$ cat src/hdl/timed_packet_retention_ring_unit_assert.svh
// assertion macros for the packet retention ring
`ifndef TIMED_PACKET_RETENTION_RING_UNIT_ASSERT_SVH
`define TIMED_PACKET_RETENTION_RING_UNIT_ASSERT_SVH

`ifndef SYNTHESIS
`define TRPR_ASSERT_NOW(lbl, clk, rst_n, cond, rule) \
    lbl: assert property (@(posedge clk) disable iff (!rst_n) (cond) |-> (rule)) \
        else $error("trpr check failed");
`define TRPR_ASSERT_NEXT(lbl, clk, rst_n, cond, rule) \
    lbl: assert property (@(posedge clk) disable iff (!rst_n) (cond) |=> (rule)) \
        else $error("trpr check failed");
`else
`define TRPR_ASSERT_NOW(lbl, clk, rst_n, cond, rule)
`define TRPR_ASSERT_NEXT(lbl, clk, rst_n, cond, rule)
`endif

`endif

$ cat src/hdl/trpr_ram.sv
`timescale 1ns / 1ps
module trpr_ram #(
    parameter int WIDTH = 8,
    parameter int DEPTH = 16
) (
    input  logic                         i_clk,
    input  logic                         i_we,
    input  logic [$clog2(DEPTH)-1:0]     i_waddr,
    input  logic [WIDTH-1:0]             i_wdata,
    input  logic                         i_re,
    input  logic [$clog2(DEPTH)-1:0]     i_raddr,
    output logic [WIDTH-1:0]             o_rdata
);
    logic [WIDTH-1:0] r_mem [DEPTH];
    logic [WIDTH-1:0] r_rdata;

    always_ff @(posedge i_clk) begin
        if (i_we) begin
            r_mem[i_waddr] <= i_wdata;
        end
        if (i_re) begin
            r_rdata <= r_mem[i_raddr];
        end
    end

    assign o_rdata = r_rdata;
endmodule

$ cat config.mk
export PLATFORM = sky130hd
export DESIGN_NAME = trpr_ram
export DESIGN_NICKNAME = d
export VERILOG_FILES = /design/src/hdl/timed_packet_retention_ring_unit_assert.svh /design/src/hdl/trpr_ram.sv
export SDC_FILE = /design/constraint.sdc
export NUM_CORES = 1
export LEC_CHECK = 0
export BUFFER_PORTS_ARGS = -buffer_cell sky130_fd_sc_hd__buf_2
export CAP_MARGIN = 20
export CORE_MARGIN = 2
export CORE_UTILIZATION = 55
export DETAILED_ROUTE_END_ITERATION = 8
export MAX_ROUTING_LAYER = met4
export PLACE_DENSITY_LB_ADDON = 0.05
export SKIP_CTS_REPAIR_TIMING = 1
export SLEW_MARGIN = 20
export SYNTH_ARGS = -nofsm -noshare
export SYNTH_HDL_FRONTEND = slang
export SYNTH_SLANG_ARGS = --single-unit
$ cat constraint.sdc
create_clock -name i_clk -period 2.2 [get_ports i_clk]
set_input_delay 0.33 -clock i_clk [delete_from_list [all_inputs] [get_ports i_clk]]
set_output_delay 0.33 -clock i_clk [all_outputs]
set_load 0.01 [all_outputs]
==> flow_summary.ini, run 1 <==
[die]
initial_core_util_pct = 56.6
io_pins = 27
die_w_um = 101
core.rowCount = 35
die-area_mm2 = 0.0103
die_y_um = 101
core_area_mm2 = 0.00924

[clocking]
cts.path.max_buffers = 2
clkLatencyLatePin_ns = 0.51
clkTransAtPathRegs_ns = 0.06
clock_sinks = 136
ctsRootBufferMaster = clkbuf_8
htree_levels = 4
cts_tree = built
numCtsBuffers = 17

[route]
detail-route-antenna-nets = 0
drt-wirelength-per-cell_um = 22.8
routed_wl_mm = 9.91
vias = 2529
vias_per_cell = 5.83
drt-initial-drc-count = 190
drt_first_pass_iters = 4
drcViolationCount = 0

[placed_design]
gp_congestion = 0.764
io_buffers = 26
dpl.hpwl_mm = 6.37
dp.cells = 403
place_area_mm2 = 0.00569

[sta]
fin_tns_setup_ns = 0
period_share_pct = 70.7
rsz0062_at_grt = false
worst_pin_slew_ns = 0.465
max_freq_ghz = 0.643
drv_slew = 0
hold_violations = 0
final.setup_skew_ns = 0.00590
post-route-min-period_ns = 1.56
finalSetupViolations = 0
slew_headroom_pct = 68.9

[critical_path]
worstSetupStartpointType = register
ff2ff_path_depth = 3
critPathKind = reg2reg
cp_max_fo = 1
endpoint_kind = register
critPathSlowestCell = mux4_1
slowest_delay_ns = 0.52
crit_chain = mux4_1 > a22oi_1 > nand2_1
cp.arrival_ns = 1.81
critPathRequiredTime_ns = 2.45

[layout]
fin_nets = 312
drive_above_1_share_pct = 33.4
syn_to_final_growth_pct = 20.2
diodes = 0
final_cell_area_mm2 = 0.00628
final_common_cell = edfxtp_1
layout_common_cells = edfxtp_1, buf_2, buf_4
stdcell_count = 434
final_util_pct = 68.0

[synthesis]
yosys.area.top_type = edfxtp_1
synth_warnings = 0
synth_area_leaders = edfxtp_1, mux4_2, mux4_1
seq_area_frac_synth_pct = 78.1
synth_nets = 248
synth_top_area_share_pct = 78.1
syn_inst = 229
synth-seq-cells = 136
ys_types = 18
syn_avg_cell_area_um2 = 22.8
syn_area_mm2 = 0.00523

[worst_hold_path]
hold_depth = 1
hold_path_class = in2reg

[outcome]
status = completed

[global_routing]
antenna_found_initial = 0
grt_overflow = 0
grt_start_max_net_pins = 19
grt_pass1_vias = 2617
grt.total_usage_pct = 22.1
grt_pass1_wl_mm = 15.2

[power_and_ir_drop]
power.density_mw_per_mm2 = 964
irDropWorstVdd_v = 0.000484
leakage_uw = 0.00216

[job]
cap_violations = 0
-- metrics by stage --
step / worst slack, ns / power, µW / hold WS (ns)
finish: 0.645 / 6060 / 0.181
global route: 0.562 / 6220 / 0.170
detailed placement: 0.191 / 3270 / 0.706
global placement: 0.239 / 3270 / 0.709
floorplan: 0.377 / 3140 / 0.429
CTS: 0.629 / 6100 / 0.166
-- critical path: cells and delay by family (launching register included) --
kind            cells  cell delay, ns
compound gates      1            0.31
mux                 1            0.52
flops               1            0.37
simple gates        1            0.09
-- worst paths after layout --
kind | start | slack (ns) | to
max | r_mem[1][2] | 0.64 | o_rdata[2]
min | i_re | 0.18 | o_rdata[6]
max reg2reg | r_mem[1][2] | 0.64 | o_rdata[2]
min reg2reg | r_mem[8][2] | 0.75 | o_rdata[2]
-- cell usage after synthesis, drive strengths merged --
cell type      count
edfxtp           136
nor3               4
nand3b             2
clkdlybuf4s25      3
buf                7
nand3              1
a22oi             16
nor2b              1
nor2              13
or3b               1
nand2              9
and2               1
mux4              32
and2b              1
nand2b             2
-- routing by layer --
metal / up-vias / global-route usage (%) / part of all wire (%) / wire, µm
li1: 1106 / - / - / -
met1: 1328 / 31.7 / 46 / 4520
met2: 83 / 31.6 / 48 / 4770
met3: 12 / 6.28 / 5.5 / 540
met4: 0 / 6.55 / 0.82 / 81
met5: - / - / 0 / 0
-- cell families after synthesis --
kind of cell           share of synthesized area, %
and+or+nand+nor                                3.14
AOI/OAI and AO/OA                              2.30
DFF                                            78.1
muxes                                          14.8
buffers and inverters                          1.65
-- state kept, by name, summed over array words and instances (netlist names) --
register / count
o_rdata: 8
r_mem: 128
-- final cells by class --
class                      instances  area, µm²
multi-input combinational         83       1060
clock buffer                      18        418
clock inverter                    13        179
sequential                       136       4080
tap                              129        161
timing repair buffer              55        385
fill                             599       2960
-- power by group --
part / internal, µW / switching, µW
Clock: 1830 / 1010
Sequential: 2920 / 13.5
Combinational: 123 / 158
Note: power is estimated with default switching activity, not from simulation.
==> run 2, diff against run 1 <==
--- a/config.mk
+++ b/config.mk
@@ -8,7 +8,7 @@
 export BUFFER_PORTS_ARGS = -buffer_cell sky130_fd_sc_hd__buf_2
 export CAP_MARGIN = 20
 export CORE_MARGIN = 2
-export CORE_UTILIZATION = 55
+export CORE_UTILIZATION = 54
 export DETAILED_ROUTE_END_ITERATION = 8
 export MAX_ROUTING_LAYER = met4
 export PLACE_DENSITY_LB_ADDON = 0.05
==> constraint.sdc (replaced) <==
create_clock -name i_clk -period 1.3 [get_ports i_clk]
set_input_delay 0.195 -clock i_clk [delete_from_list [all_inputs] [get_ports i_clk]]
set_output_delay 0.195 -clock i_clk [all_outputs]
set_load 0.01 [all_outputs]
==> run 2 against run 1 <==
Net effect: the flow now finishes with violations (negative setup slack); clock power increased by 50%; flip-flop and latch count did not move; power up 61%; wire length increased by 0.38%; count of clock-buffer cells in the layout did not move; global-route usage up 0.14 points; worst hold slack worse by 0.12 ns; register-to-register slack got worse by 0.78 ns; highest routed layer unchanged.
==> flow_summary.ini, run 2 (same netlist as run 1, synthesis figures left out) <==
[route]
vias = 2456
routed_wl_mm = 9.95
detail-route-antenna-nets = 0
drt_first_pass_iters = 4
vias_per_cell = 5.63
drt-wirelength-per-cell_um = 22.8
drt-initial-drc-count = 138
drcViolationCount = 0

[layout]
layout_common_cells = edfxtp_1, mux4_2, buf_2
fillCellCount = 600
fin_nets = 313
largest_reg_flops = 128
regMostFlops = r_mem
diodes = 0
final_common_cell = edfxtp_1
seq_area_mm2 = 0.00408
drive_above_1_share_pct = 43.6
multi_input_comb_area_mm2 = 0.00109
syn_to_final_growth_pct = 21.0

[global_routing]
grt_pass1_vias = 2599
grt_start_max_net_pins = 17
antenna_found_initial = 0
grt_overflow = 0
grt.total_usage_pct = 22.3
grt_pass1_wl_mm = 15.3

[power_and_ir_drop]
leakage_uw = 0.00211
combPwrFrac_pct = 5.4
power.density_mw_per_mm2 = 1540
seq_power_share_pct = 50.9
p_clk_share_pct = 43.7
irDropWorstVdd_v = 0.000777
switching_power_uw = 2040
intPower_uw = 7720
switching_share_pct = 20.9
p_total_uw = 9760

[sta]
drv_slew = 0
hold_violations = 0
fin_tns_setup_ns = -0.762
post-route-min-period_ns = 1.44
finalSetupViolations = 8
max_freq_ghz = 0.696
slew_headroom_pct = 35.9
final.setup_skew_ns = 0.00973
worst_pin_slew_ns = 0.960
period_share_pct = 111
timing.final.ws_setup_ns = -0.137
rsz0062_at_grt = true

[critical_path]
ff2ff_path_depth = 3
r2r_start = r_mem[3][5]
timing.rr.end = o_rdata[5]
cp_max_fo = 1
rrSetupSlack_ns = -0.14
endpoint_kind = register
critPathKind = reg2reg
critPathRequiredTime_ns = 1.55
worstSetupStartpointType = register
cp.arrival_ns = 1.69

[die]
die_w_um = 102
core.rowCount = 35
core_area_mm2 = 0.00933
die_y_um = 102
io_pins = 27
die-area_mm2 = 0.0105
initial_core_util_pct = 56.0

[clocking]
clock_sinks = 136
clkTransAtPathRegs_ns = 0.06
ctsRootBufferMaster = clkbuf_8
cts.path.max_buffers = 2
cts_tree = built
clkLatencyLatePin_ns = 0.51
htree_levels = 4
numCtsBuffers = 17

[placed_design]
gp_congestion = 0.736
dpl.hpwl_mm = 6.30
io_buffers = 26
place_ws_ns = -0.428

[worst_hold_path]
hold_path_class = in2reg
min_to = r_mem[14][6]
hold_start = i_wdata[6]
hold_depth = 1

[outcome]
violations = negative setup slack
status = finished, violations left

[job]
cap_violations = 0
run 2: area by class of cell:
class | instances | share of cell area (%)
clock buffer | 18 | 6.61
clock inverter | 14 | 2.02
multi-input combinational | 83 | 17.2
sequential | 136 | 64.6
tap | 129 | 2.55
timing repair buffer | 56 | 7.00
run 2: through the flow:
stage	utilization, %	instance area (µm²)	std cells	hold WS, ns
5_1_grt	67.8	6320	436	0.0522
4_1_cts	67.3	6280	436	0.0517
3_5_place_dp	61.5	5730	404	0.585
3_3_place_gp	61.5	5730	404	0.583
2_1_floorplan	-	5250	229	0.294
6_report	67.8	6320	436	0.0656
run 2: worst max path at each step:
stage,startpoint,to
after floorplan,i_raddr[0],o_rdata[1]
after global placement,i_raddr[0],o_rdata[2]
after detailed placement,i_raddr[0],o_rdata[2]
after CTS,r_mem[3][5],o_rdata[5]
after global routing,r_mem[3][5],o_rdata[5]
final,r_mem[3][5],o_rdata[5]
run 2: critical path, stage by stage (launching register included):
cell and delay [ns]:
edfxtp_1 0.38, mux4_2 0.49, a22oi_2 0.22, nand2_1 0.09
run 2: power groups by stage:
stage / Clock, µW / Combinational, µW / Sequential (µW)
final: 4270 / 527 / 4970
after global routing: 4540 / 578 / 4980
after CTS: 4340 / 518 / 4970
after detailed placement: 0 / 513 / 5060
after global placement: 0 / 505 / 5060
after floorplan: 0 / 276 / 5060
run 2: routing by layer:
layer / up-vias / wire [µm] / global-route usage (%)
li1: 1103 / - / -
met1: 1266 / 4240 / 29.9
met2: 75 / 5060 / 34.1
met3: 12 / 522 / 5.54
met4: 0 / 130 / 7.49
met5: - / 0 / -
==> run 3, diff against run 2 <==
--- a/config.mk
+++ b/config.mk
@@ -12,7 +12,6 @@
 export DETAILED_ROUTE_END_ITERATION = 8
 export MAX_ROUTING_LAYER = met4
 export PLACE_DENSITY_LB_ADDON = 0.05
-export SKIP_CTS_REPAIR_TIMING = 1
 export SLEW_MARGIN = 20
 export SYNTH_ARGS = -nofsm -noshare
 export SYNTH_HDL_FRONTEND = slang
==> run 3 against run 2 <==
Net effect: the flow still finishes with violations (negative setup slack); sequential share of layout area did not move; worst setup slack improved by 0.0016 ns; clock power barely moved; flip-flop and latch count did not move; via count fell by 0.61%; utilization did not move; die area did not move; critical path type unchanged.
==> flow_summary.ini, run 3 (same netlist as run 1, synthesis figures left out) <==
[critical_path]
ff2ff_path_depth = 3
critPathRequiredTime_ns = 1.55
critPathKind = reg2reg
worstSetupStartpointType = register
cp_max_fo = 1
endpoint_kind = register
cp.arrival_ns = 1.69

[placed_design]
dp.cells = 404
place_ws_ns = -0.428
io_buffers = 26
gp_congestion = 0.736
dpl.hpwl_mm = 6.30

[global_routing]
grtUsageMet1_pct = 30.2
grt_overflow = 0
grt_pass1_vias = 2598
grt.total_usage_pct = 22.2
grt_pass1_wl_mm = 15.3
antenna_found_initial = 0
busiest_layer = met2
grt_start_max_net_pins = 17
met2_usage_pct = 33.5
use_met3_pct = 5.75

[route]
vias = 2441
drt-wirelength-per-cell_um = 22.7
drt-initial-drc-count = 153
drcViolationCount = 0
routed_wl_mm = 9.90
drt_first_pass_iters = 4
detail-route-antenna-nets = 0
vias_per_cell = 5.60

[clocking]
htree_levels = 4
clkTransAtPathRegs_ns = 0.06
cts.path.max_buffers = 2
clkLatencyLatePin_ns = 0.51
clock_sinks = 136
numCtsBuffers = 17
ctsRootBufferMaster = clkbuf_8
cts_tree = built

[die]
die-area_mm2 = 0.0105
die_y_um = 102
initial_core_util_pct = 56.0
io_pins = 27
die_w_um = 102
core.rowCount = 35
core_area_mm2 = 0.00933

[job]
cap_violations = 0

[power_and_ir_drop]
leakage_uw = 0.00211
irDropWorstVdd_v = 0.000770
power.density_mw_per_mm2 = 1550

[sta]
final.setup_skew_ns = 0.0105
period_share_pct = 110
drv_slew = 0
post-route-min-period_ns = 1.44
rsz0062_at_grt = true
slew_headroom_pct = 34.7
max_freq_ghz = 0.697
hold_violations = 0
finalSetupViolations = 8
timing.final.ws_setup_ns = -0.136
worst_pin_slew_ns = 0.977

[layout]
drive_above_1_share_pct = 43.6
syn_to_final_growth_pct = 21.0
largest_reg_flops = 128
final_common_cell = edfxtp_1
stdcell_count = 436
fin_nets = 313
layout_common_cells = edfxtp_1, mux4_2, buf_2
diodes = 0
regMostFlops = r_mem

[outcome]
violations = negative setup slack
status = finished, violations left

[worst_hold_path]
hold_depth = 1
hold_path_class = in2reg
-- run 3: cell counts in the layout (fill, tap and decap cells not counted) --
No cell type changed its count.
-- run 3: area by class of cell --
cell class | count | area (µm²)
multi-input cells | 83 | 1090
flip-flops and latches | 136 | 4080
clock inverters | 14 | 128
fillers | 600 | 3000
well taps | 129 | 161
clock buffers | 18 | 418
repair buffers | 56 | 443
-- run 3: worst paths after layout --
path                              startpoint      endpoint  slack [ns]
worst min register to register   r_mem[4][6]    o_rdata[6]        0.76
worst min-delay path              i_wdata[6]  r_mem[14][6]        0.07
worst max-delay path            r_mem[15][1]    o_rdata[1]       -0.14
worst max register to register  r_mem[15][1]    o_rdata[1]       -0.14
-- run 3: per-stage QoR --
| step | hold slack (ns) | total power (µW) | cell area [µm²] | setup TNS, ns | util, % |
|---|---|---|---|---|---|
| 5_1_grt | 0.0522 | 10100 | 6320 | -1.22 | 67.8 |
| 3_5_place_dp | 0.585 | 5570 | 5730 | -5.76 | 61.5 |
| 6_report | 0.0677 | 9770 | 6320 | -0.826 | 67.8 |
| 3_3_place_gp | 0.583 | 5560 | 5730 | -5.21 | 61.5 |
| 4_1_cts | 0.0517 | 9840 | 6310 | -0.879 | 67.7 |
| 2_1_floorplan | 0.294 | 5340 | 5250 | -0.752 | - |
-- run 3: critical path: stages, from the launching register on --
cell	delay, ns
edfxtp_1	0.38
mux4_2	0.53
a22oi_2	0.21
nand2_1	0.07
-- run 3: routing by layer --
metal	wire, µm	share of wire [%]
met1	4210	43
met2	5020	51
met3	550	5.6
met4	122	1.2
met5	0	0
-- run 3: repair_timing --
item | CTS | global route
gates resized for setup | 7 | 2
hold buffers | 0 | 0
setup buffers | 0 | 0
pin swaps | 1 | 2
setup endpoints to repair | 9 | 10
-- run 3: power by group --
group          switching (µW)  total [µW]  internal (µW)  leakage [µW]
Combinational             288         527            239      0.000610
Clock                    1740        4280           2540      0.000259
Sequential               28.3        4970           4940       0.00124
Total                    2050        9770           7720       0.00211
