### src/hdl/timed_packet_retention_ring_unit_assert.svh
// assertion macros for the packet retention ring
`ifndef TIMED_PACKET_RETENTION_RING_UNIT_ASSERT_SVH
`define TIMED_PACKET_RETENTION_RING_UNIT_ASSERT_SVH

`ifndef SYNTHESIS
`define TRPR_ASSERT_NOW(lbl, clk, rst_n, cond, rule) \
    lbl: assert property (@(posedge clk) disable iff (!rst_n) (cond) |-> (rule)) \
        else $error("trpr check failed");
`define TRPR_ASSERT_NEXT(lbl, clk, rst_n, cond, rule) \
    lbl: assert property (@(posedge clk) disable iff (!rst_n) (cond) |=> (rule)) \
        else $error("trpr check failed");
`else
`define TRPR_ASSERT_NOW(lbl, clk, rst_n, cond, rule)
`define TRPR_ASSERT_NEXT(lbl, clk, rst_n, cond, rule)
`endif

`endif

### src/hdl/trpr_pkg.sv
`timescale 1ns / 1ps
package trpr_pkg;
    localparam int ENTRY_DEPTH = 64;
    localparam int AW = (ENTRY_DEPTH > 1) ? $clog2(ENTRY_DEPTH) : 1;
    localparam int CW = $clog2(ENTRY_DEPTH + 1);
    localparam int PTS_W = 63;
    localparam int SIZE_W = 21;
    localparam int WORD_W = 32;
    localparam int TAG_W = 16;
    localparam int OFFSET_W = 62;
    localparam int TOTAL_W = 33;
    localparam int CFG_DATA_W = 62;
    localparam int CFG_IDX_W = 2;
    localparam int KIND_W = 2;
    localparam int CODEC_CONFIG_BIT = 1;

    localparam logic [KIND_W-1:0] KIND_STATUS = 2'd0;
    localparam logic [KIND_W-1:0] KIND_FRAME  = 2'd1;
    localparam logic [KIND_W-1:0] KIND_EMPTY  = 2'd2;

    localparam logic [CFG_IDX_W-1:0] REG_SESSION_ID = 2'd0;
    localparam logic [CFG_IDX_W-1:0] REG_PTS_OFFSET = 2'd1;
    localparam logic [CFG_IDX_W-1:0] REG_RETENTION  = 2'd2;
    localparam logic [CFG_IDX_W-1:0] REG_MAX_BYTES  = 2'd3;

    localparam logic [WORD_W-1:0] RETENTION_RESET = 32'd72_000_000;
    localparam logic [WORD_W-1:0] MAX_BYTES_RESET = 32'd4194304;
    localparam logic [PTS_W-1:0]  PTS_MAX = {PTS_W{1'b1}};

    typedef struct packed {
        logic [PTS_W-1:0]  pts;
        logic [WORD_W-1:0] flags;
        logic [SIZE_W-1:0] size;
        logic [WORD_W-1:0] handle;
    } t_entry;

    localparam int ENTRY_W = $bits(t_entry);

    typedef struct packed {
        logic [KIND_W-1:0] kind;
        logic [PTS_W-1:0]  pts;
        logic [WORD_W-1:0] flags;
        logic [WORD_W-1:0] handle;
        logic              last;
    } t_out_req;

    typedef struct packed {
        logic [WORD_W-1:0]  codec_handle;
        logic               config_present;
        logic [CW-1:0]      count;
        logic [PTS_W-1:0]   newest_pts;
        logic [PTS_W-1:0]   oldest_pts;
        logic [TOTAL_W-1:0] total;
    } t_status;

    // ring index plus offset, wrapped at the depth
    function automatic logic [AW-1:0] wrap_add(input logic [AW-1:0] base,
                                               input logic [CW-1:0] off);
        logic [CW:0] sum;
        sum = {{(CW+1-AW){1'b0}}, base} + {1'b0, off};
        if (sum >= (CW+1)'(ENTRY_DEPTH)) begin
            sum = sum - (CW+1)'(ENTRY_DEPTH);
        end
        return sum[AW-1:0];
    endfunction
endpackage

### src/hdl/trpr_out.sv
`timescale 1ns / 1ps
module trpr_out (
    input  logic                            i_clk,
    input  logic                            i_rst_n,
    input  logic                            i_load,
    input  trpr_pkg::t_out_req              i_req,
    input  trpr_pkg::t_status               i_status,
    output logic                            o_free,
    output logic                            o_valid,
    input  logic                            i_ready,
    output logic [trpr_pkg::KIND_W-1:0]     o_item_kind,
    output logic [trpr_pkg::PTS_W-1:0]      o_frame_pts,
    output logic [trpr_pkg::WORD_W-1:0]     o_frame_flags,
    output logic [trpr_pkg::WORD_W-1:0]     o_frame_handle,
    output logic [trpr_pkg::WORD_W-1:0]     o_codec_handle,
    output logic                            o_last_of_run,
    output logic                            o_available,
    output logic [trpr_pkg::CW-1:0]         o_packet_count,
    output logic [trpr_pkg::PTS_W-1:0]      o_span_us,
    output logic [trpr_pkg::WORD_W-1:0]     o_held_bytes
);
    logic                        r_valid;
    trpr_pkg::t_out_req          r_req;
    logic [trpr_pkg::WORD_W-1:0] r_codec;
    logic                        r_avail;
    logic [trpr_pkg::CW-1:0]     r_count;
    logic [trpr_pkg::PTS_W-1:0]  r_span;
    logic [trpr_pkg::WORD_W-1:0] r_bytes;
    logic                        nonempty;

    assign o_free   = !r_valid || i_ready;
    assign nonempty = (i_status.count != '0);

    always_ff @(posedge i_clk) begin
        if (!i_rst_n) begin
            r_valid <= 1'b0;
        end else if (o_free) begin
            r_valid <= i_load;
        end
        if (o_free && i_load) begin
            r_req   <= i_req;
            r_codec <= i_status.codec_handle;
            r_avail <= i_status.config_present && nonempty;
            r_count <= i_status.count;
            r_span  <= nonempty ? (i_status.newest_pts - i_status.oldest_pts) : '0;
            // saturate the byte total to the port width
            r_bytes <= i_status.total[trpr_pkg::TOTAL_W-1] ? {trpr_pkg::WORD_W{1'b1}}
                                                           : i_status.total[trpr_pkg::WORD_W-1:0];
        end
    end

    assign o_valid        = r_valid;
    assign o_item_kind    = r_req.kind;
    assign o_frame_pts    = r_req.pts;
    assign o_frame_flags  = r_req.flags;
    assign o_frame_handle = r_req.handle;
    assign o_last_of_run  = r_req.last;
    assign o_codec_handle = r_codec;
    assign o_available    = r_avail;
    assign o_packet_count = r_count;
    assign o_span_us      = r_span;
    assign o_held_bytes   = r_bytes;
endmodule

### config.mk
export PLATFORM = sky130hd
export DESIGN_NAME = trpr_out
export DESIGN_NICKNAME = d
export VERILOG_FILES = /design/src/hdl/timed_packet_retention_ring_unit_assert.svh /design/src/hdl/trpr_pkg.sv /design/src/hdl/trpr_out.sv
export SDC_FILE = /design/constraint.sdc
export NUM_CORES = 1
export LEC_CHECK = 0
export BUFFER_PORTS_ARGS = -buffer_cell sky130_fd_sc_hd__buf_2
export CORE_AREA = 2 2 234 236
export CTS_BUF_LIST = sky130_fd_sc_hd__clkbuf_16
export DETAILED_ROUTE_END_ITERATION = 8
export DIE_AREA = 0 0 236 238
export SKIP_LAST_GASP = 1
export SLEW_MARGIN = 20
export SYNTH_ARGS = -nofsm -noshare
export SYNTH_HDL_FRONTEND = slang
export SYNTH_SLANG_ARGS = --single-unit
### constraint.sdc
create_clock -name i_clk -period 9.75 [get_ports i_clk]
set_input_delay 0.975 -clock i_clk [delete_from_list [all_inputs] [get_ports i_clk]]
set_output_delay 0.975 -clock i_clk [all_outputs]
set_load 0.005 [all_outputs]
==> results of run 1 <==
-- final timing paths --
| path | slack (ns) | to | start | cells after the start |
|---|---|---|---|---|
| worst max-delay path | 5.93 | o_span_us[54] | i_status[33] | 12 |
| worst min-delay path | 0.62 | o_frame_pts[48] | i_req[113] | 1 |
| worst max register to register | 6.38 | o_codec_handle[28] | o_valid | 4 |
| worst min register to register | 0.72 | o_valid | o_valid | 2 |
-- through the flow --
stage,area [µm²],worst slack [ns],cells,total power [µW],util
after floorplan,12700,1.94,1003,1710,-
after global placement,16400,5.34,2263,1960,0.307
after detailed placement,16400,5.32,2263,1960,0.307
after CTS,17500,5.87,2320,3260,0.328
after global routing,17600,5.65,2324,3350,0.328
final,17600,5.93,2329,3210,0.329
-- power groups by stage --
stage               registers [µW]  clock network, µW  logic [µW]
finish                        1400               1280         542
global route                  1400               1350         593
CTS                           1400               1310         545
detailed placement            1420                  0         541
global placement              1420                  0         537
floorplan                     1440                  0         270
-- cell type report --
| class | instances | area [µm²] | area share |
|---|---|---|---|
| antenna | 8 | 20.0 | 0.00114 |
| clock buffer | 35 | 876 | 0.0498 |
| clock inverter | 22 | 239 | 0.0136 |
| inverter | 86 | 323 | 0.0184 |
| multi-input combinational | 612 | 4210 | 0.240 |
| sequential | 266 | 7980 | 0.454 |
| tap | 696 | 871 | 0.0496 |
| timing repair buffer | 604 | 3060 | 0.174 |
-- synth_stat cells, types with 3 or more instances --
library cell | number | area, µm²
edfxtp_1 | 265 | 7960
inv_1 | 86 | 323
nor2_1 | 75 | 282
a21oi_1 | 68 | 340
ha_1 | 62 | 776
nand2_1 | 59 | 221
a21o_1 | 38 | 285
or2_2 | 36 | 225
o21ai_0 | 28 | 140
nor3_1 | 25 | 125
xnor2_1 | 25 | 219
clkbuf_1 | 20 | 75.1
nand4_1 | 20 | 125
o21bai_1 | 19 | 143
xor2_1 | 19 | 166
a31oi_1 | 11 | 68.8
and3_1 | 11 | 68.8
o21a_1 | 9 | 67.6
nand3_1 | 8 | 40.0
a211oi_1 | 7 | 52.6
nand2b_1 | 7 | 43.8
and2_1 | 5 | 31.3
buf_2 | 5 | 25.0
a21boi_0 | 4 | 30.0
a21o_2 | 4 | 35.0
a21oi_2 | 4 | 35.0
a221o_1 | 4 | 40.0
buf_4 | 4 | 30.0
buf_6 | 4 | 45.0
mux2i_1 | 4 | 40.0
o2111ai_1 | 4 | 35.0
o211ai_1 | 4 | 30.0
and2_2 | 3 | 22.5
clkbuf_8 | 3 | 41.3
nor4_1 | 3 | 18.8
o21ai_1 | 3 | 15.0
-- per-layer routing --
metal / vias up / track usage
li1: 4897 / -
met1: 5268 / 0.201
met2: 450 / 0.305
met3: 84 / 0.0465
met4: 6 / 0.0531
met5: - / 0
-- state kept, by name, summed over array words and instances (netlist names) --
name	count
o_frame_pts	63
o_packet_count	7
o_frame_handle	32
o_frame_flags	32
o_last_of_run	1
o_codec_handle	32
o_span_us	63
o_valid	1
o_held_bytes	32
o_item_kind	2
o_available	1
-- worst reg2reg max path, delay by kind of cell, from the launching register on --
kind | cells | cell delay [ns]
buf+inv | 2 | 1.64
simple gates | 2 | 0.94
flops | 1 | 0.36
-- logic make-up after synthesis --
| group | after synthesis | synth area share |
|---|---|---|
| xor gates and xnor gates | 44 | 0.0302 |
| muxes | 4 | 0.00314 |
| buffers and inverters | 125 | 0.0436 |
| AOI/OAI and AO/OA | 232 | 0.128 |
| DFF | 266 | 0.626 |
| adders and majority gates | 63 | 0.0625 |
| and+or+nand+nor | 269 | 0.106 |
==> flow_summary.ini, run 1 <==
[timing]
tns_ns = 0
setup_violations = 0
max_freq_mhz = 262
whs_ns = 0.616
rsz0062_at_grt = false
min_period_ns = 3.82
tightest_slew_ns = 1.01
drv_slew = 0
max_slew_margin = 0.326
fin_worst_skew_ns = 0.00835
finalCritPeriodShare = 0.392
finalHoldViolations = 0

[setup_path]
crit_buf_inv = 1
crit_type = input pin to flop
cp_top_family = compound AO/OA/AOI/OAI gates
slowest_stage = a2111oi_0
worstPathArrival_ns = 4.05
worst_setup_path_start_kind = input pin
worstSetupEndpointType = flop
slowest_delay_ns = 0.67
crit_chain = buf_2 > ha_1 > fa_1 > nor2b_4 > o2111ai_2 > a21oi_4 > o2111ai_1 > a21oi_1 > o31ai_2 > a2111oi_0 > o21a_1 > nor3_1
crit_fanout = 4
crit_required_ns = 9.98

[drt]
top_layer = met5
met3_length_um = 3620
route.final.wire_length_um = 50800
ant_nets = 0
drt-vias-per-instance = 4.60
wire_per_inst_um = 21.8
drc = 0
firstDrtPassIters = 5
dr_total_vias = 10700
drt-initial-drc-count = 632
met1Wirelength_um = 19900
wl_met2_um = 25700

[cts]
clkSinkCount = 266
cts_resized = 0
cts_htree_levels = 2
clockBufferDepth = 3
root_buffer = clkbuf_16
clkTransAtPathRegs_ns = 0.06
cts_setup_buffers = 0
clk-insertion-delay-late_ns = 0.53
cts_tree = done
numCtsBuffers = 34
ctsHoldBuffers = 0

[cells_and_area]
final_common_cell = buf_2
nNetsFinal = 2000
final_cell_mix = 599 x buf_2, 265 x edfxtp_1, 92 x inv_1
drive_gt1_frac = 0.443
num-fill-cells = 5427
area_growth_pct = 37.9

[placed_design]
dpl.hpwl_um = 41100
finalWeightedCongestion = 0.876
port_buffers = 599

[die]
io_pins = 600
die_area_um2 = 56200
coreArea_um2 = 53500
dieWidth_um = 236
die_y_um = 238
rows = 85
initial_core_util = 0.238

[synthesis]
synth_edf_count = 265
synth-seq-area-share = 0.626
netlist-cell-type-count = 73
synthArstFlopShare = 0
ys.flop_type = edfxtp_1
ys_ff_latch = 266
synthesis.nets = 1399
syn_inst = 1003
syn-cell-area_um2 = 12700
ys_warn_count = 0
avgSynthCellArea_um2 = 12.7

[min_path]
hold_path_class = input pin to flop

[grt]
grt_pass1_wl_um = 71600
antenna_found_initial = 17
grt_pass1_vias = 10800
grt_overflow = 0
grt_util_all_layers = 0.172
grt_max_degree = 82

[power]
seqPwrFrac = 0.434
pwr_density_cell_nw_per_um2 = 183
intPower_uw = 2380
power_switching_uw = 836
leakagePower_uw = 0.00782
ir_drop_mv = 0.105
comb_power_share = 0.169
swShare = 0.260
pwr-share-clk = 0.397

[status]
status = complete, no violations

[run]
cap_viol_max_count = 0
(Power assumes the default switching activity.)
==> run 2: changes to the inputs <==
- clock period: 9.75 -> 3.09 ns (I/O delays scaled with it)
==> run 2 against run 1 <==
- global-route usage up 1.4 points
- design area is 14% higher
- register-to-register slack got worse by 5.1 ns
- first-iteration DRC count is 0.79% lower
- non-clock buffer count up 278
- largest power group unchanged
- clock skew grew 0.0077 ns
- clock power grew to 3.0 times the previous value
- sequential power grew to 3.2 times the previous value
- largest cell class unchanged
- critical path type unchanged
==> flow_summary.ini, run 2 (synthesis gave the netlist of run 1 again) <==
[setup_path]
crit_chain = buf_2 > ha_1 > fa_1 > nor2b_4 > o2111ai_2 > a21oi_4 > o21ai_2 > a2111oi_4 > o2111ai_4 > a2111oi_4 > a221o_1 > mux2i_1
crit_start = i_status[33]
worstPathArrival_ns = 3.21
crit_top_cell = a2111oi_4
rr_startpoint = o_valid
worstSetupEndpointType = flop
worstRegToRegCells = 3
slowest_delay_ns = 0.49
regToRegEndpoint = o_codec_handle[31]
reg2reg_slack_ns = 1.26
crit_type = input pin to flop
slowest_stage = fa_1
crit_required_ns = 3.54
crit_end = o_span_us[56]
crit_fanout = 3
worst_setup_path_start_kind = input pin

[die]
coreArea_um2 = 53500
die_y_um = 238
die_area_um2 = 56200
dieWidth_um = 236
initial_core_util = 0.238
io_pins = 600
rows = 85

[grt]
antenna_found_initial = 14
grt_pass1_wl_um = 78000
grt_overflow = 0
grt_max_degree = 64
grt_pass1_vias = 11900
grt_util_all_layers = 0.186

[placed_design]
dpl_cell_area_um2 = 17000
dpl.hpwl_um = 42600
finalWeightedCongestion = 0.875
port_buffers = 599

[timing]
fin_worst_skew_ns = 0.0160
drv_slew = 0
min_period_ns = 2.76
rsz0062_at_grt = false
max_slew_margin = 0.547
finalHoldViolations = 0
setup_violations = 0
max_freq_mhz = 362
tightest_slew_ns = 0.680
finalCritPeriodShare = 0.895

[drt]
wire_per_inst_um = 21.0
firstDrtPassIters = 5
drt-initial-drc-count = 627
route.final.wire_length_um = 54900
ant_nets = 0
drt-vias-per-instance = 4.47
dr_total_vias = 11700
drc = 0

[cts]
numCtsBuffers = 31
root_buffer = clkbuf_16
cts_tree = done
clkSinkCount = 266
clkTransAtPathRegs_ns = 0.06
clockBufferDepth = 3
cts_resized = 0
clk-insertion-delay-late_ns = 0.59
cts_htree_levels = 1
cts_setup_buffers = 0
ctsHoldBuffers = 204

[cells_and_area]
nNetsFinal = 2275
finalCoreUtilization = 0.376
fin_area_um2 = 20100
final_common_cell = buf_2
final_cell_mix = 599 x buf_2, 265 x edfxtp_1, 204 x dlygate4sd3_1
drive_gt1_frac = 0.420
area_growth_pct = 57.9

[power]
ir_drop_mv = 0.307
leakagePower_uw = 0.00899
finalPower_uw = 10300
pwr_density_cell_nw_per_um2 = 510

[status]
status = complete, no violations

[run]
cap_viol_max_count = 0

[min_path]
hold_path_class = input pin to flop
==> run 2: cell count changes in the layout (fill, tap and decap cells not counted), sizes merged, moves of 2 or more <==
| cell | delta |
|---|---|
| buf | +74 |
| dlygate4sd3 | +204 |
| diode | -2 |
| clkbuf | -4 |
| bufinv | -2 |
| inv | +4 |
| clkinv | +2 |
==> run 2: layer usage <==
metal | track usage | routed length [µm] | up-vias
met1 | 0.211 | 20800 | 5598
met5 | 0 | 33 | -
met4 | 0.0876 | 2820 | 6
li1 | - | - | 5464
met3 | 0.0400 | 3710 | 103
met2 | 0.333 | 27500 | 485
==> run 2: metrics by stage <==
step	TNS [ns]	std cells	hold WS (ns)	setup WS (ns)
4_1_cts	0	2600	0.0695	0.367
3_3_place_gp	-1.59	2338	0.487	-0.256
3_5_place_dp	-2.03	2338	0.487	-0.268
6_report	0	2606	0.106	0.325
5_1_grt	0	2604	0.114	0.180
2_1_floorplan	0	1003	0.408	0.0732
==> run 2: worst min-delay path by stage <==
| stage | slack, ns | end | depth (start not counted) | from |
|---|---|---|---|---|
| after floorplan | 0.41 | o_codec_handle[0] | 0 | i_status[167] |
| after global routing | 0.11 | o_span_us[0] | 3 | i_status[33] |
| after global placement | 0.49 | o_frame_pts[6] | 1 | i_req[71] |
| after CTS | 0.07 | o_span_us[0] | 3 | i_status[33] |
| after detailed placement | 0.49 | o_frame_pts[36] | 1 | i_req[101] |
| final | 0.11 | o_span_us[0] | 3 | i_status[33] |
==> run 2: cell type report <==
type | count | area, µm²
Antenna cell | 6 | 15.0
Inverter | 86 | 323
Fill cell | 5200 | 33400
Tap cell | 696 | 871
Multi-Input combinational cell | 612 | 4210
Sequential cell | 266 | 7980
Timing Repair Buffer | 882 | 5680
Clock inverter | 27 | 262
Clock buffer | 31 | 776
==> run 2: critical path: cells and delay by family <==
| kind | cells | cell delay (ns) |
|---|---|---|
| simple gates | 1 | 0.16 |
| mux | 1 | 0.18 |
| fa+ha+maj | 2 | 0.71 |
| compound gates | 7 | 1.74 |
| buf+inv | 1 | 0.10 |
==> run 2: report_power, final <==
group          leakage [µW]  total [µW]  switching, µW  internal (µW)
registers           0.00255        4410           88.7           4320
logic               0.00592        2060           1090            975
clock network      0.000520        3790           1670           2120
==> run 3: changes to the inputs <==
- SETUP_SLACK_MARGIN: unset -> 0.5
==> run 3 against run 2 <==
- global-route usage is essentially flat
- clock power grew 5%
- critical path type unchanged
- cell count shrank 0.19%
- first-iteration DRC count shrank 5.3%
- worst hold slack lost 0.0090 ns
==> flow_summary.ini, run 3 (synthesis gave the netlist of run 1 again) <==
[timing]
drv_slew = 0
min_period_ns = 2.50
rsz0062_at_grt = true
max_slew_margin = 0.572
finalCritPeriodShare = 0.810
max_freq_mhz = 399
fin_worst_skew_ns = 0.0144
tightest_slew_ns = 0.641
setup_violations = 0
finalHoldViolations = 0
whs_ns = 0.0975

[cts]
clockBufferDepth = 3
clk-insertion-delay-late_ns = 0.59
cts_htree_levels = 1
clkTransAtPathRegs_ns = 0.07
clkSinkCount = 266
cts_tree = done
root_buffer = clkbuf_16
numCtsBuffers = 31

[cells_and_area]
drive_gt1_frac = 0.428
nNetsFinal = 2275
area_growth_pct = 59.5
final_cell_mix = 597 x buf_2, 265 x edfxtp_1, 204 x dlygate4sd3_1
final_common_cell = buf_2
layout.cells.non_filler = 2601
finalCoreUtilization = 0.380

[setup_path]
worstSetupEndpointType = flop
crit_required_ns = 3.53
crit_fanout = 2
slowest_delay_ns = 0.42
slowest_stage = a2111oi_4
regToRegEndpoint = o_frame_flags[13]
crit_chain = buf_8 > inv_8 > ha_4 > fa_2 > nor2b_4 > o2111ai_4 > a21oi_4 > o21ai_4 > a2111oi_4 > o2111ai_4 > a2111oi_4 > a221o_1 > mux2i_1
worstPathArrival_ns = 2.95
rr_startpoint = o_valid
worstRegToRegCells = 3
crit_start = i_status[96]
crit_end = o_span_us[56]
crit_type = input pin to flop
reg2reg_slack_ns = 1.24
worst_setup_path_start_kind = input pin

[grt]
grt_pass1_wl_um = 78600
grt_pass1_vias = 12000
grt_max_degree = 73
antenna_found_initial = 14
grt_overflow = 0
grt_util_all_layers = 0.186

[power]
intPower_uw = 7660
pwr-share-clk = 0.379
finalPower_uw = 10500
comb_power_share = 0.199
power_switching_uw = 2810
swShare = 0.268
pwr_density_cell_nw_per_um2 = 515
leakagePower_uw = 0.00903
ir_drop_mv = 0.359
seqPwrFrac = 0.421

[drt]
firstDrtPassIters = 5
drt-initial-drc-count = 594
ant_nets = 0
wire_per_inst_um = 21.2
route.final.wire_length_um = 55100
drc = 0
dr_total_vias = 11700
drt-vias-per-instance = 4.48

[placed_design]
place_inst = 2332
finalWeightedCongestion = 0.850
dpl.hpwl_um = 43100
port_buffers = 599

[die]
coreArea_um2 = 53500
die_y_um = 238
io_pins = 600
dieWidth_um = 236
initial_core_util = 0.238
die_area_um2 = 56200
rows = 85

[run]
cap_viol_max_count = 0

[status]
status = complete, no violations

[min_path]
hold_path_class = input pin to flop
==> run 3: cell count changes in the layout (fill, tap and decap cells not counted), sizes merged <==
cell,previous run,this run
diode,6,3
bufinv,3,6
inv,97,95
clkinv,10,8
clkinvlp,3,2
==> run 3: cell type report <==
type,count,area (µm²)
Clock buffer,31,776
Tap cell,696,871
Timing Repair Buffer,882,5700
Sequential cell,266,7980
Multi-Input combinational cell,612,4350
Antenna cell,3,7.51
Clock inverter,25,314
Inverter,86,330
Fill cell,5161,33200
==> run 3: worst min path at each step <==
stage	end	depth (start not counted)	slack [ns]	start
after floorplan	o_codec_handle[0]	0	0.41	i_status[167]
after global placement	o_codec_handle[20]	1	0.49	i_status[187]
after detailed placement	o_frame_pts[57]	1	0.49	i_req[122]
after CTS	o_span_us[0]	3	0.09	i_status[33]
after global routing	o_span_us[0]	3	0.08	i_status[33]
final	o_span_us[0]	3	0.1	i_status[33]
==> run 3: stage by stage <==
step	setup TNS (ns)	worst slack [ns]	cell area [µm²]
finish	0	0.586	20300
global route	0	0.424	20300
CTS	0	0.475	20200
detailed placement	-1.34	-0.215	17100
global placement	-0.871	-0.198	17100
floorplan	0	0.302	12800
==> run 3: worst max-delay path: cells and delay by family <==
kind            cells  cell delay (ns)
compound gates      7             1.61
fa+ha+maj           2             0.55
mux                 1             0.20
simple gates        1             0.16
buf+inv             2             0.11
==> run 3: per-layer routing <==
layer	up-vias	GRT usage	wire length [µm]
met3	104	0.0397	3290
li1	5439	-	-
met1	5638	0.212	21200
met5	-	0	68
met2	460	0.336	27900
met4	10	0.0826	2600
==> run 3: timing repair <==
action	CTS	global route
hold endpoints to repair	203	0
endpoints found under the setup margin	5	16
pin swaps	4	7
resized for setup	2	15
cloned	0	0
hold buffers	204	0
setup buffers	4	2
==> run 3: power groups by stage <==
stage	clock (µW)	sequential [µW]	combinational, µW
2_1_floorplan	0	4510	864
3_3_place_gp	0	4480	1840
3_5_place_dp	0	4480	1860
4_1_cts	4090	4410	2090
5_1_grt	4210	4430	2260
6_report	3970	4410	2090
